$ cat src/design/ric_pkg.sv
// Shared types and constants for the reference-counted inode cache.
// Holds the beat codes, the token that walks the cell chain and the commit bundle.
// No dependencies.
package ric_pkg;

   localparam int SLOT_W        = 6;
   localparam int DEVICE_W      = 8;
   localparam int INODE_W       = 32;
   localparam int COUNT_W       = 16;
   localparam int OFFSET_W      = 3;
   localparam int SLOT_LIMIT    = 2 ** SLOT_W;
   localparam logic [COUNT_W-1:0] COUNT_MAX = {COUNT_W{1'b1}};

   localparam logic OP_GET = 1'b0;
   localparam logic OP_PUT = 1'b1;

   typedef enum logic [2:0] {
      STATUS_HIT      = 3'd0,
      STATUS_ALLOC    = 3'd1,
      STATUS_FULL     = 3'd2,
      STATUS_HELD     = 3'd3,
      STATUS_RELEASED = 3'd4,
      STATUS_NULL     = 3'd5
   } status_type;

   // Request token handed from cell to cell, gathering the scan outcome.
   typedef struct packed {
      logic                valid;
      logic                op;
      logic [DEVICE_W-1:0] device;
      logic [INODE_W-1:0]  inode;
      logic [SLOT_W-1:0]   slot;
      logic                is_null;
      logic                hit_found;
      logic [SLOT_W-1:0]   hit_slot;
      logic                free_found;
      logic [SLOT_W-1:0]   free_slot;
      logic                put_held;
   } token_type;

   // Update broadcast to all cells once a get has passed the whole chain.
   typedef struct packed {
      logic                valid;
      logic                alloc;
      logic [DEVICE_W-1:0] device;
      logic [INODE_W-1:0]  inode;
   } commit_type;

endpackage

$ cat src/design/ric_cell.sv
// One inode slot of the cache chain: count, device and inode of the slot.
// Marks itself as the hit or free candidate as the token passes by.
// Depends on ric_pkg.
module ric_cell #(
   parameter int INDEX = 0
) (
   input  logic                clock,
   input  logic                reset,
   input  ric_pkg::token_type  tok_i,
   input  ric_pkg::commit_type commit_i,
   output ric_pkg::token_type  tok_o
);

   logic [ric_pkg::COUNT_W-1:0]  count_ff, count_in;
   logic [ric_pkg::DEVICE_W-1:0] dev_ff, dev_in;
   logic [ric_pkg::INODE_W-1:0]  ino_ff, ino_in;
   logic                         hit_mark_ff, hit_mark_in;
   logic                         free_mark_ff, free_mark_in;
   ric_pkg::token_type           tok_ff, tok_in;
   logic                         in_use;
   logic                         match;
   logic                         put_here;

   always_comb begin
      count_in     = count_ff;
      dev_in       = dev_ff;
      ino_in       = ino_ff;
      hit_mark_in  = hit_mark_ff;
      free_mark_in = free_mark_ff;
      tok_in       = tok_i;

      in_use   = count_ff != '0;
      match    = in_use && (dev_ff == tok_i.device) && (ino_ff == tok_i.inode);
      put_here = (INDEX < ric_pkg::SLOT_LIMIT) && !tok_i.is_null &&
                 (ric_pkg::SLOT_W'(INDEX) == tok_i.slot);

      if (tok_i.valid) begin
         if (tok_i.op == ric_pkg::OP_GET) begin
            hit_mark_in  = match && !tok_i.hit_found;
            free_mark_in = !in_use && !tok_i.free_found;
            if (hit_mark_in) begin
               tok_in.hit_found = 1'b1;
               tok_in.hit_slot  = ric_pkg::SLOT_W'(INDEX);
            end
            if (free_mark_in) begin
               tok_in.free_found = 1'b1;
               tok_in.free_slot  = ric_pkg::SLOT_W'(INDEX);
            end
         end else if (put_here) begin
            if (in_use) begin
               count_in = count_ff - 1'b1;
            end
            tok_in.put_held = count_ff > ric_pkg::COUNT_W'(1);
         end
      end

      // Marks were left by the last get, which has just reached the end of the chain.
      if (commit_i.valid) begin
         if (commit_i.alloc && free_mark_ff) begin
            count_in = ric_pkg::COUNT_W'(1);
            dev_in   = commit_i.device;
            ino_in   = commit_i.inode;
         end else if (!commit_i.alloc && hit_mark_ff && count_ff != ric_pkg::COUNT_MAX) begin
            count_in = count_ff + 1'b1;
         end
      end
   end

   always_ff @(posedge clock) begin
      if (reset) begin
         count_ff <= '0;
         tok_ff   <= '0;
      end else begin
         count_ff <= count_in;
         tok_ff   <= tok_in;
      end
   end

   always_ff @(posedge clock) begin
      dev_ff       <= dev_in;
      ino_ff       <= ino_in;
      hit_mark_ff  <= hit_mark_in;
      free_mark_ff <= free_mark_in;
   end

   assign tok_o = tok_ff;

endmodule

$ cat config.mk
export PLATFORM = sky130hd
export DESIGN_NAME = ric_cell
export DESIGN_NICKNAME = d
export VERILOG_FILES = /design/src/design/ric_pkg.sv /design/src/design/ric_cell.sv
export SDC_FILE = /design/constraint.sdc
export NUM_CORES = 1
export LEC_CHECK = 0
export BUFFER_PORTS_ARGS = -buffer_cell sky130_fd_sc_hd__buf_4
export CORE_ASPECT_RATIO = 1.4
export CORE_MARGIN = 2
export CORE_UTILIZATION = 45
export DETAILED_ROUTE_END_ITERATION = 10
export GPL_TIMING_DRIVEN = 0
export PLACE_DENSITY = 0.7
export SLEW_MARGIN = 15
export SYNTH_ARGS = -nofsm -noshare
export SYNTH_HDL_FRONTEND = slang
export SYNTH_SLANG_ARGS = --single-unit
$ cat constraint.sdc
create_clock -name clock -period 6.5 [get_ports clock]
set_clock_uncertainty 0.2 [all_clocks]
set_input_delay 0.65 -clock clock [delete_from_list [all_inputs] [get_ports clock]]
set_output_delay 0.65 -clock clock [all_outputs]
set_load 0.03 [all_outputs]
# == After elaboration in Yosys (flattened, before gate mapping) ==
# Cells that the tools add are included.
# classes
add_sub_neg,2
n_reduce_logical,17
bitwise_logic,1
n_mux,13
eq_ne,3
n_lt_le_gt_ge,1
# ops
cell,n
2-to-1 mux 16 bit,7
== test 32 bit,1
"adder 16 x 1 -> 16 bit, second input constant",1
"> comparator 16 x 1 -> 1 bit, second input constant",1
"!= test 16 bit, second input constant",1
nonzero test 16 bit,1
"subtractor 16 x 1 -> 16 bit, second input constant",1
2-to-1 mux 15 bit,1
2-to-1 mux 14 bit,1
2-to-1 mux 7 bit,2
== test 8 bit,1
logical AND 1 bit,8
logical NOT 6 bit,1
logical NOT 1 bit,5
AND reduction 2 bit,2
2-to-1 mux 1 bit,2
inverter 1 bit,1
# totals
output_inout_bits,64
ff_bits,122
elab_cells,53

# == Logic depth before layout (Yosys ltp) ==
# Gate-level depths: netlist of run 1.
# logic_depth
depth_word,8
depth_mapped,7

# == Worst setup path before layout of run 1 ==
# OpenSTA, ideal clock, no wires.
# synth_path
path_type,input to register
from,input commit_i[41] in the netlist's numbering
to,register count_ff[1] in the netlist's numbering
n_path_buf,1
arrival_ps,2207
t_required_ps,6183
path_stages,5
path_slack_ps,3975
cell_sequence,nand3_1 > inv_1 > a211oi_2 > buf_4 > a32o_1
# synth_between
elab_chain_len,1
# synth_rtl
item,line,source
start: declaration,ric_cell.sv:10,"input ric_pkg::commit_type commit_i,"
2-to-1 mux 16 bit,ric_cell.sv:58,if (commit_i.valid) begin
end signal: assignment,ric_cell.sv:74,count_ff <= count_in;
end: declaration,ric_cell.sv:14,"logic [ric_pkg::COUNT_W-1:0] count_ff, count_in;"
# Every way passes these cells.
# A chain may end at the register's enable or synchronous reset.

# == Final worst setup path of run 1 ==
# layout_path
from,register count_ff[0] in the netlist's numbering
to,register count_ff[7] in the netlist's numbering
# layout_between
elab_chain_len,8
# layout_rtl
item,line,source
subtractor 16 x 1 -> 16 bit / nonzero test 16 bit (equally long branches),"ric_cell.sv:51, ric_cell.sv:32",
2-to-1 mux 16 bit,ric_cell.sv:50,if (in_use) begin
2-to-1 mux 16 bit,ric_cell.sv:49,end else if (put_here) begin
2-to-1 mux 16 bit,ric_cell.sv:38,if (tok_i.op == ric_pkg::OP_GET) begin
2-to-1 mux 16 bit,ric_cell.sv:37,if (tok_i.valid) begin
2-to-1 mux 16 bit,ric_cell.sv:63,end else if (!commit_i.alloc && hit_mark_ff && count_ff != ric_pkg::COUNT_MAX) begin
2-to-1 mux 16 bit,ric_cell.sv:59,if (commit_i.alloc && free_mark_ff) begin
2-to-1 mux 16 bit *,ric_cell.sv:58,
# Mark *: on every way between the ends. The rest lies on a longest branch, timed or not.

==> out/summary.md, run 1 <==
### Critical path
* 6.63 ns — Crit path required time
* flip-flop — critical path capture point type
* ha_1 > and4_1 > nand4_4 > a211oi_2 > buf_4 > o21ai_0 > a31oi_1 — cells along the critical path
* 3.88 ns — reg-to-reg setup timing slack
* count_ff[0]$_SDFF_PP0_ — r2r startpoint
* flip-flop — critical path startpoint category
* 2.75 ns — Crit path arrival time
* count_ff[7]$_SDFF_PP0_ — endpoint of the lowest-slack register-to-register path
* reg2reg — kind of critical path
* 0.47 ns — CP max stage delay
* 10 — largest fanout on the critical path
* sky130_fd_sc_hd__dfxtp_1 — cell with the biggest individual delay on the critical path
* 7 — depth of the worst register-to-register path

### Power
* 2.973 nW — leakage power
* 0.2279 mV — Peak VDD IR
* 0.002023 W — Total Power Consumption
* 0.2422 — switching share of total power
* 0.0004900 W — Switch Pwr
* 0.001533 W — Pint
* 0.117 — relative contribution of combinational cells to total power
* 0.413 — sequential share of power
* 0.469 — power share of the clock group
* 288.9 nW/um2 — PwrDens

### Final layout
* 0.6512 — Final Core Density
* 42.27% — area grow syn2layout
* 0.3480 — share of layout cells above drive strength 1
* 0 — Antenna diodes
* 737 — total number of nets in the final design

### Floorplan
* 45 — count of standard-cell rows
* 92.39 um — Die Width
* 172 — io pins
* 0.4577 — initial core utilization
* 127.7 um — Die H
* 10,750 um2 — core area
* 11,800 um2 — total die area

### Yosys
* 0.3254 — fraction of synthesized cell area taken by the top area cell type
* sky130_fd_sc_hd__dfxtp_1, sky130_fd_sc_hd__nor2b_1, sky130_fd_sc_hd__edfxtp_1, sky130_fd_sc_hd__xor2_1, sky130_fd_sc_hd__nand2_1 — synth cell count leaders
* 546 — Synth Net Count
* 122 — number of synthesized register bits
* 42 — count of flip-flops with a built-in enable after synthesis
* 55 — Unique masters post-synth
* 0 — number of warnings printed during yosys synthesis
* 0 — share of flip-flops with an asynchronous set or reset
* 0.5816 — portion of the post-synthesis area used by sequential elements
* sky130_fd_sc_hd__dfxtp_1 — area leader, netlist
* sky130_fd_sc_hd__dfxtp_1 — top flip-flop cell by instance count after synthesis
* sky130_fd_sc_hd__dfxtp_1, sky130_fd_sc_hd__edfxtp_1, sky130_fd_sc_hd__xor2_1, sky130_fd_sc_hd__nor2b_1, sky130_fd_sc_hd__a31oi_1 — Synth area leaders
* 434 — synthesized instance count
* 4922 um2 — mapped cell area
* 11.34 um2 — Avg Synthesized Cell Area
* sky130_fd_sc_hd__dfxtp_1 — most instantiated library cell after synthesis

### Clocking
* 0 — CTS Hold Buffers Added
* 4 — number of levels the H-tree was split into
* 0.06 ns — clock edge transition at the registers on the reported setup and hold paths
* built — TritonCTS clock tree
* 0.41 ns — Skew-Pair Late Insertion Delay
* 0 — post-CTS repair timing setup buffer count
* 0 — post-CTS resize count
* 122 — number of clock sinks seen by CTS
* 17 — total clock buffers created by CTS
* 2 — maximum number of buffers from clock root to sink
* sky130_fd_sc_hd__clkbuf_16 — root buffer cell

### Placement
* 171 — port buffer count
* 10.48 mm — post-detailed-placement half-perimeter wirelength
* 0.9503 — GPL Wtd Cong
* 3.629 ns — post-place setup slack

### Global routing
* 21.20 mm — global-route wire length before repair
* 0 — initial antenna violation count
* 0.2394 — overall track demand over capacity in global routing
* 30 — largest net degree at the start of global routing
* 4,145 — number of global-route vias before repair
* 0 — total grt overflow

### Routing
* 0 — Routed Antenna Nets
* 4,103 — DR vias
* 17.77 um — average wire per standard cell
* 6 — Detailed Routing Iterations Pass 1
* 13.84 mm — Total Routed Length
* 5.267 — Vias per Instance
* 0 — number of remaining DRC errors
* 189 — violation count after the first detailed-route iteration

### STA
* 3.880 ns — PnR worst setup slack
* 0.4867 — Slew Limit Headroom
* 0 — final max-slew violation count
* 0 — number of failing setup endpoints in the final timing report
* 0 — Final Hold Viols
* 2.620 ns — final worst path period need
* false — unrepaired setup endpoints after global routing
* 0 ns — aggregate negative setup slack
* 0.4031 — Final Cycle Share
* 0.7629 ns — Least-Margin Pin Slew
* 381.7 MHz — fmax

### Hold path
* ino_ff[22]$_DFFE_PP_ — capture endpoint of the worst hold path
* commit_i[22] — start point of the worst min-delay path
* 1 — Worst Hold Depth
* in2reg — worst hold path type

### Status
* finished clean — result of the run

### Run
* 0 — count of maximum capacitance violations

-- cell type report --
cell class,count,area (um2)
repair buffers,172,1304
clock inverters,14,171.4
plain buffers,18,98.84
fillers,861,3751
inverters,7,26.28
multi-input cells,287,1934
clock buffers,18,429.2
flip-flops and latches,122,2863
well taps,141,176.4
-- how the worst max path moves through the flow --
stage / slack [ns] / start / to / cells past startpoint
floorplan: 3.98 / commit_i[41] / count_ff[1]$_SDFF_PP0_ / 5
global placement: 3.31 / commit_i[41] / count_ff[1]$_SDFF_PP0_ / 6
detailed placement: 3.63 / commit_i[40] / count_ff[7]$_SDFF_PP0_ / 6
CTS: 3.88 / count_ff[0]$_SDFF_PP0_ / count_ff[7]$_SDFF_PP0_ / 7
global route: 3.75 / count_ff[0]$_SDFF_PP0_ / count_ff[8]$_SDFF_PP0_ / 7
finish: 3.88 / count_ff[0]$_SDFF_PP0_ / count_ff[7]$_SDFF_PP0_ / 7
-- per-layer routing --
layer,GRT usage,wire length [um],vias to the layer above,part of all wire
li1,-,-,1958,-
met1,0.2558,4805,1930,0.35
met2,0.4178,7456,190,0.54
met3,0.08760,1208,25,0.087
met4,0.1115,372,0,0.027
met5,0,0,-,0
-- worst max-delay path: cells and delay by family (launching register included) --
kind,cells,cell delay [ns]
and+or+nand+nor,2,0.63
adders and majority gates,1,0.27
DFF,1,0.47
AOI/OAI and AO/OA,3,0.72
buffers and inverters,1,0.26
-- power groups by stage --
stage	logic [W]	registers, W	clock network (W)
after global placement	0.000231	0.000851	0
after detailed placement	0.000237	0.000852	0
after global routing	0.000254	0.000838	0.00100
after floorplan	0.0000763	0.000894	0
final	0.000237	0.000836	0.000950
after CTS	0.000238	0.000836	0.000963
-- flip-flops by register name (all words and copies together), names as in the netlist --
register / flops
tok_o: 64
ino_ff: 32
count_ff: 16
dev_ff: 8
free_mark_ff: 1
hit_mark_ff: 1
-- placed cells by master, fill, tap and decap left out, types with 6 or more instances in the layout --
master / n
sky130_fd_sc_hd__nor2b_1: 51
sky130_fd_sc_hd__nand2_1: 26
sky130_fd_sc_hd__nor4_1: 15
sky130_fd_sc_hd__buf_4: 174
sky130_fd_sc_hd__a31oi_1: 17
sky130_fd_sc_hd__nor3_1: 6
sky130_fd_sc_hd__nand3_1: 11
sky130_fd_sc_hd__dfxtp_1: 80
sky130_fd_sc_hd__o21ai_0: 12
sky130_fd_sc_hd__and3_1: 6
sky130_fd_sc_hd__nor2_1: 18
sky130_fd_sc_hd__and2_1: 9
sky130_fd_sc_hd__clkbuf_16: 17
sky130_fd_sc_hd__edfxtp_1: 42
sky130_fd_sc_hd__a21oi_1: 12
sky130_fd_sc_hd__nand4_1: 7
sky130_fd_sc_hd__clkbuf_1: 10
sky130_fd_sc_hd__xor2_1: 40
-- metrics by stage --
step	instances	instance area [um2]	hold slack [ns]
6_report	779	7003	0.2141
3_5_place_dp	747	6402	0.2981
4_1_cts	779	7003	0.1999
3_3_place_gp	746	6382	0.2904
2_1_floorplan	434	4922	0.2601
5_1_grt	779	7003	0.1963
-- logic make-up after synthesis --
family	share of synthesized area
muxes	0.002034
buffers and inverters	0.02542
and+or+nand+nor	0.2074
AOI/OAI and AO/OA	0.1022
DFF	0.5816
adders and majority gates	0.01017
xor gates and xnor gates	0.07118
No activity file was read; power rests on OpenSTA's default activity.
==> run 2, diff against run 1 <==
Settings changed: ABC_AREA set to 1, PLACE_DENSITY 0.7 to 0.72.
Clock period 6.5 ns to 2.24 ns, I/O delays scaled along.
==> run 2 against run 1 <==
Compared with the run above: sequential cell count did not move; synthesized area up 6.3%; clock-buffer cell count is 3 higher; largest power group unchanged; highest routed layer unchanged.
==> out/summary.md, run 2 <==
### Yosys
* 0.5474 — portion of the post-synthesis area used by sequential elements, was 0.5816
* sky130_fd_sc_hd__nor2_1 — most instantiated library cell after synthesis, was sky130_fd_sc_hd__dfxtp_1
* 0.3062 — fraction of synthesized cell area taken by the top area cell type, was 0.3254
* 32 — Unique masters post-synth, was 55
* 0.08038 — parity-gate share of the synthesized area counting xor and xnor cells, was 0.07117
* 5230 um2 — mapped cell area, was 4922 um2
* sky130_fd_sc_hd__dfxtp_1 — area leader, netlist, unchanged
* 608 — synthesized instance count, was 434
* 0 — number of warnings printed during yosys synthesis, unchanged
* 720 — Synth Net Count, was 546
* sky130_fd_sc_hd__nor2_1, sky130_fd_sc_hd__nand2_1, sky130_fd_sc_hd__inv_1, sky130_fd_sc_hd__dfxtp_1, sky130_fd_sc_hd__edfxtp_1 — synth cell count leaders, was sky130_fd_sc_hd__dfxtp_1, sky130_fd_sc_hd__nor2b_1, sky130_fd_sc_hd__edfxtp_1, sky130_fd_sc_hd__xor2_1, sky130_fd_sc_hd__nand2_1
* 0 — share of flip-flops with an asynchronous set or reset, unchanged
* sky130_fd_sc_hd__dfxtp_1, sky130_fd_sc_hd__edfxtp_1, sky130_fd_sc_hd__nor2_1, sky130_fd_sc_hd__nand2_1, sky130_fd_sc_hd__inv_1 — Synth area leaders, was sky130_fd_sc_hd__dfxtp_1, sky130_fd_sc_hd__edfxtp_1, sky130_fd_sc_hd__xor2_1, sky130_fd_sc_hd__nor2b_1, sky130_fd_sc_hd__a31oi_1
* 0.03493 — post-synthesis compound-gate area fraction, was 0.1022
* 0.2445 — Synth Area in Simple Gates, was 0.2074
* 122 — number of synthesized register bits, unchanged
* 0.009569 — adder and majority gate portion of the synthesized area, was 0.01017
* 8.602 um2 — Avg Synthesized Cell Area, was 11.34 um2
* simple AND/OR/NAND/NOR gates — combinational family with the most area after synthesis, unchanged
* 42 — count of flip-flops with a built-in enable after synthesis, unchanged
* sky130_fd_sc_hd__dfxtp_1 — top flip-flop cell by instance count after synthesis, unchanged
* 0 — multiplexer share of the synthesized area, was 0.002034

### Critical path
* 2.27 ns — Crit path arrival time, was 2.75 ns
* primary input — critical path startpoint category, was flip-flop
* 6 — largest fanout on the critical path, was 10
* in2reg — kind of critical path, was reg2reg
* flip-flop — critical path capture point type, unchanged
* 2.35 ns — Crit path required time, was 6.63 ns

### Floorplan
* 12,510 um2 — total die area, was 11,800 um2
* 95.12 um — Die Width, was 92.39 um
* 11,340 um2 — core area, was 10,750 um2
* 46 — count of standard-cell rows, was 45
* 172 — io pins, unchanged
* 131.6 um — Die H, was 127.7 um
* 0.4613 — initial core utilization, was 0.4577

### Placement
* 170 — port buffer count, was 171
* -0.1244 ns — post-place setup slack, was 3.629 ns
* 0.8646 — GPL Wtd Cong, was 0.9503
* 10.35 mm — post-detailed-placement half-perimeter wirelength, was 10.48 mm
* 922 — Post-Place Cells, was 747

### Final layout
* 671 — FILL cells, was 861
* 64 — flip-flop count of the largest register after layout, unchanged
* 0.2631 — share of layout cells above drive strength 1, was 0.3480
* 59.81% — area grow syn2layout, was 42.27%
* 1,015 — total number of nets in the final design, was 737
* sky130_fd_sc_hd__buf_4, sky130_fd_sc_hd__nor2_1, sky130_fd_sc_hd__dlygate4sd3_1 — most frequent cells in the layout, was sky130_fd_sc_hd__buf_4, sky130_fd_sc_hd__dfxtp_1, sky130_fd_sc_hd__nor2b_1
* 0.7371 — Final Core Density, was 0.6512
* sky130_fd_sc_hd__buf_4 — most common library cell in the layout ignoring fill and taps, unchanged
* 1,062 — non-filler cells, final, was 779

### Routing
* 0 — number of remaining DRC errors, unchanged
* 0 — Routed Antenna Nets, unchanged
* 4.918 — Vias per Instance, was 5.267
* 16.62 um — average wire per standard cell, was 17.77 um
* 17.65 mm — Total Routed Length, was 13.84 mm
* 5 — Detailed Routing Iterations Pass 1, was 6
* 255 — violation count after the first detailed-route iteration, was 189
* 5,223 — DR vias, was 4,103

### STA
* 0 — number of failing setup endpoints in the final timing report, unchanged
* 462.4 MHz — fmax
* false — unrepaired setup endpoints after global routing, unchanged
* 0.2844 — Slew Limit Headroom, was 0.4867
* 0 — Final Hold Viols, unchanged
* 1.072 ns — Least-Margin Pin Slew, was 0.7629 ns
* 0.9655 — Final Cycle Share
* 2.163 ns — final worst path period need
* 0.07720 ns — PnR worst setup slack, was 3.880 ns
* 0 — final max-slew violation count, unchanged

### Clocking
* built — TritonCTS clock tree, unchanged
* 4 — number of levels the H-tree was split into, unchanged
* sky130_fd_sc_hd__clkbuf_16 — root buffer cell, unchanged
* 2 — maximum number of buffers from clock root to sink, unchanged
* 0 — post-CTS resize count, unchanged
* 0.41 ns — Skew-Pair Late Insertion Delay, about the same
* 17 — total clock buffers created by CTS, unchanged
* 0.06 ns — clock edge transition at the registers on the reported setup and hold paths, about the same
* 122 — number of clock sinks seen by CTS, unchanged

### Status
* finished clean — result of the run, unchanged

### Global routing
* 0.2930 — overall track demand over capacity in global routing, was 0.2394
* 0 — total grt overflow, unchanged
* 2 — initial antenna violation count, was 0
* 22 — largest net degree at the start of global routing, was 30
* 5,743 — number of global-route vias before repair, was 4,145
* 27.90 mm — global-route wire length before repair, was 21.20 mm

### Hold path
* in2reg — worst hold path type, unchanged

### Power
* 3.920 nW — leakage power, was 2.973 nW
* 726.5 nW/um2 — PwrDens, was 288.9 nW/um2
* 0.8936 mV — Peak VDD IR, was 0.2279 mV

### Run
* 0 — count of maximum capacitance violations, unchanged

[run 2: changes by cell type after synthesis, moves of 8 or more]
cell                      change
sky130_fd_sc_hd__a31oi_1     -17
sky130_fd_sc_hd__nor2_1      +90
sky130_fd_sc_hd__nor2_2       +8
sky130_fd_sc_hd__xor2_1      -18
sky130_fd_sc_hd__and2_1       -9
sky130_fd_sc_hd__inv_1       +87
sky130_fd_sc_hd__nor4_1      -14
sky130_fd_sc_hd__xnor2_1     +26
sky130_fd_sc_hd__nand3_1     +19
sky130_fd_sc_hd__nand2_1     +75
sky130_fd_sc_hd__nor2b_1     -51
[run 2: what timing repair did]
action | in CTS | in global routing
pin swaps | 1 | 1
cloned | 1 | 0
setup endpoints to repair | 9 | 6
hold buffers | 104 | 0
hold endpoints to repair | 108 | 0
setup buffers | 0 | 1
[run 2: cell type report]
type                            count  area [um2]  area share
Timing Repair Buffer              275        2325      0.2781
Clock inverter                     11       143.9     0.01722
Tap cell                          144       180.2     0.02156
Sequential cell                   122        2863      0.3425
Inverter                          100       380.4     0.04551
Buffer                             12       55.05    0.006587
Multi-Input combinational cell    375        1946      0.2328
Antenna cell                        2       5.005   0.0005988
Clock buffer                       21       460.4     0.05509
[run 2: worst paths after layout]
path	startpoint	end	slack, ns	cells past startpoint
setup / recovery	tok_i[43]	tok_o[9]$_SDFF_PP0_	0.08	11
hold / removal	commit_i[41]	count_ff[13]$_SDFF_PP0_	0.04	5
setup reg to reg	count_ff[0]$_SDFF_PP0_	tok_o[9]$_SDFF_PP0_	0.14	11
hold reg to reg	count_ff[0]$_SDFF_PP0_	count_ff[0]$_SDFF_PP0_	0.43	3
[run 2: worst max-delay path, cell delays in order]
cell and delay, ns:
sky130_fd_sc_hd__dlygate4sd3_1 0.55, sky130_fd_sc_hd__buf_4 0.15, sky130_fd_sc_hd__xnor2_1 0.18, sky130_fd_sc_hd__nand2_1 0.09
sky130_fd_sc_hd__nor3_1 0.27, sky130_fd_sc_hd__nand2_1 0.13, sky130_fd_sc_hd__nor2_1 0.25, sky130_fd_sc_hd__nand4_1 0.13
sky130_fd_sc_hd__buf_4 0.18, sky130_fd_sc_hd__nand2_1 0.07, sky130_fd_sc_hd__inv_1 0.05
[run 2: logic make-up after synthesis]
| logic type | after synthesis |
|---|---|
| flops | 122 |
| compound gates | 34 |
| buf+inv | 112 |
| xor+xnor | 48 |
| simple gates | 288 |
| fa+ha+maj | 4 |
[run 2: per-layer routing]
metal  vias to the layer above  routed length, um  track usage
li1                       2469                  -            -
met1                      2427               6230       0.3056
met2                       249               9367       0.5188
met3                        78               1062      0.06537
met4                         0                993       0.1747
met5                         -                  0            0
[run 2: stage by stage]
step                      instance area [um2]  total power (W)  hold WS [ns]  TNS [ns]
after global placement                   6694         0.003080        0.2019   -0.5242
after CTS                                8346         0.006009       0.03416         0
after global routing                     8358         0.006228       0.09987         0
after floorplan                          5238         0.002777        0.1229         0
after detailed placement                 6694         0.003099        0.2034    -1.079
final                                    8358         0.006072       0.03764         0
[run 2: where the power goes]
group | total, W | internal [W] | switching, W
logic | 0.000827 | 0.000400 | 0.000427
registers | 0.00242 | 0.00238 | 0.0000368
clock network | 0.00283 | 0.00181 | 0.00102
total | 0.00607 | 0.00459 | 0.00148
==> run 3, diff against run 2 <==
Settings changed: CORE_UTILIZATION 45 to 46, PLACE_DENSITY 0.72 to 0.74.
==> run 3 against run 2 <==
Compared with the run above: non-clock buffer count did not move; sequential cell count unchanged; sequential share of layout area shrank 0.082 points; final area increased by 0.24%; via count up 0.82%; hold slack improved by 0.023 ns; sequential power is essentially flat; die area shrank 2.1%; core utilization up 0.93 points; maximum frequency is 2.5% higher; critical path depth unchanged.
==> out/summary.md, run 3 (same netlist as run 2, synthesis figures left out) <==
### Routing
* 18.00 mm — Total Routed Length, was 17.65 mm
* 0 — number of remaining DRC errors, unchanged
* 5,266 — DR vias, was 5,223
* 293 — violation count after the first detailed-route iteration, was 255
* 5 — Detailed Routing Iterations Pass 1, unchanged
* 0 — Routed Antenna Nets, unchanged
* 4.968 — Vias per Instance, was 4.918
* 16.98 um — average wire per standard cell, was 16.62 um

### Critical path
* inv_1 > ha_1 > nand2_1 > nor2_1 > nand2_2 > nand3_1 > nor2_1 > nand4_1 > buf_4 > nand2_1 > inv_1 — cells along the critical path, was dlygate4sd3_1 > buf_4 > xnor2_1 > nand2_1 > nor3_1 > nand2_1 > nor2_1 > nand4_1 > buf_4 > nand2_1 > inv_1
* flip-flop — critical path startpoint category, was primary input
* reg2reg — kind of critical path, was in2reg
* simple AND/OR/NAND/NOR gates — cell family with most CP delay, unchanged
* flip-flop — critical path capture point type, unchanged
* 3 — count of buffering cells on the critical path with inverters included, was 4
* sky130_fd_sc_hd__dfxtp_1 — cell with the biggest individual delay on the critical path, was sky130_fd_sc_hd__dlygate4sd3_1
* 2.21 ns — Crit path arrival time, was 2.27 ns
* 6 — largest fanout on the critical path, unchanged
* 2.34 ns — Crit path required time, was 2.35 ns
* 0.41 ns — CP max stage delay, was 0.55 ns

### Final layout
* 60.19% — area grow syn2layout, was 59.81%
* 1948 um2 — area of combinational cells with multiple inputs, was 1946 um2
* 0 — Antenna diodes, was 2
* 0.7465 — Final Core Density, was 0.7371
* sky130_fd_sc_hd__buf_4 — most common library cell in the layout ignoring fill and taps, unchanged
* 64 — flip-flop count of the largest register after layout, unchanged
* sky130_fd_sc_hd__buf_4, sky130_fd_sc_hd__nor2_1, sky130_fd_sc_hd__dlygate4sd3_1 — most frequent cells in the layout, unchanged
* 2863 um2 — Register Area, unchanged
* 658 — FILL cells, was 671
* 0.2653 — share of layout cells above drive strength 1, was 0.2631
* 1,015 — total number of nets in the final design, unchanged
* 8378 um2 — area of all placed cells without fillers, was 8358 um2

### STA
* 474.1 MHz — fmax, was 462.4 MHz
* 0.06111 ns — worst hold slack across all endpoints, was 0.03764 ns
* 0.2398 — Slew Limit Headroom, was 0.2844
* 0 — Final Hold Viols, unchanged
* false — unrepaired setup endpoints after global routing, unchanged
* 0 — final max-slew violation count, unchanged
* 0 — number of failing setup endpoints in the final timing report, unchanged
* 2.109 ns — final worst path period need, was 2.163 ns
* 0.9417 — Final Cycle Share, was 0.9655
* 1.139 ns — Least-Margin Pin Slew, was 1.072 ns

### Floorplan
* 46 — count of standard-cell rows, unchanged
* 130.2 um — Die H, was 131.6 um
* 172 — io pins, unchanged
* 0.4660 — initial core utilization, was 0.4613
* 11,220 um2 — core area, was 11,340 um2
* 94.12 um — Die Width, was 95.12 um
* 12,250 um2 — total die area, was 12,510 um2

### Clocking
* 0.06 ns — clock edge transition at the registers on the reported setup and hold paths, about the same
* 122 — number of clock sinks seen by CTS, unchanged
* sky130_fd_sc_hd__clkbuf_16 — root buffer cell, unchanged
* 2 — maximum number of buffers from clock root to sink, unchanged
* built — TritonCTS clock tree, unchanged
* 17 — total clock buffers created by CTS, unchanged
* 4 — number of levels the H-tree was split into, unchanged
* 0.42 ns — Skew-Pair Late Insertion Delay, was 0.41 ns

### Status
* finished clean — result of the run, unchanged

### Placement
* 6694 um2 — Placed Area, unchanged
* 170 — port buffer count, unchanged
* 10.01 mm — post-detailed-placement half-perimeter wirelength, was 10.35 mm
* 0.9530 — GPL Wtd Cong, was 0.8646

### Hold path
* in2reg — worst hold path type, unchanged

### Global routing
* 0.2960 — overall track demand over capacity in global routing, was 0.2930
* 0 — total grt overflow, unchanged
* 5,566 — number of global-route vias before repair, was 5,743
* 27.35 mm — global-route wire length before repair, was 27.90 mm
* 22 — largest net degree at the start of global routing, unchanged
* 0 — initial antenna violation count, was 2

### Run
* 0 — count of maximum capacitance violations, unchanged

### Power
* 738.2 nW/um2 — PwrDens, was 726.5 nW/um2
* 0.006185 W — Total Power Consumption, was 0.006072 W
* 0.7652 mV — Peak VDD IR, was 0.8936 mV
* 3.935 nW — leakage power, was 3.920 nW

==> run 3: worst paths after layout <==
check / startpoint / end / slack, ns / depth (start not counted)
worst max-delay path: count_ff[0]$_SDFF_PP0_ / tok_o[8]$_SDFF_PP0_ / 0.13 / 11
worst min-delay path: commit_i[41] / count_ff[13]$_SDFF_PP0_ / 0.06 / 5
worst max register to register: count_ff[0]$_SDFF_PP0_ / tok_o[8]$_SDFF_PP0_ / 0.13 / 11
worst min register to register: count_ff[0]$_SDFF_PP0_ / count_ff[0]$_SDFF_PP0_ / 0.46 / 3
==> run 3: where the power goes <==
part | total [W] | switching (W) | internal [W]
registers | 0.00242 | 0.0000382 | 0.00238
clock network | 0.00293 | 0.00106 | 0.00188
logic | 0.000830 | 0.000430 | 0.000400
total | 0.00619 | 0.00153 | 0.00466
==> run 3: layout make-up <==
cell class	count	area share
Tap cell	144	0.02151
Inverter	100	0.04540
Timing Repair Buffer	275	0.2775
Sequential cell	122	0.3417
Multi-Input combinational cell	375	0.2325
Clock inverter	13	0.02315
Buffer	12	0.006571
Clock buffer	19	0.05167
==> run 3: per-stage QoR <==
| step | TNS (ns) | cells | worst slack (ns) |
|---|---|---|---|
| 2_1_floorplan | 0 | 608 | 0.4140 |
| 3_3_place_gp | -0.3845 | 922 | -0.04770 |
| 3_5_place_dp | -0.6221 | 922 | -0.07090 |
| 4_1_cts | 0 | 1059 | 0.1313 |
| 5_1_grt | 0 | 1060 | 0.02525 |
| 6_report | 0 | 1060 | 0.1306 |
==> run 3: worst register-to-register path: cells and delay by family, from the launching register on <==
family	cells	cell delay, ns
flops	1	0.41
buf+inv	3	0.35
simple gates	7	0.82
fa+ha+maj	1	0.21
==> run 3: metal layers <==
layer / routed length [um] / track usage / up-vias / part of all wire
li1: - / - / 2465 / -
met1: 6190 / 0.3080 / 2458 / 0.34
met2: 9582 / 0.5357 / 272 / 0.53
met3: 1198 / 0.06755 / 71 / 0.067
met4: 1031 / 0.1799 / 0 / 0.057
met5: 0 / 0 / - / 0
==> run 3: repair_timing <==
action / 4_1_cts / 5_1_grt
pin swaps: 1 / 1
gates cloned: 1 / 0
endpoints found under the setup margin: 10 / 7
gates resized for setup: 0 / 2
buffers inserted: 0 / 1
hold buffers: 104 / 0
hold endpoints to repair: 106 / 0
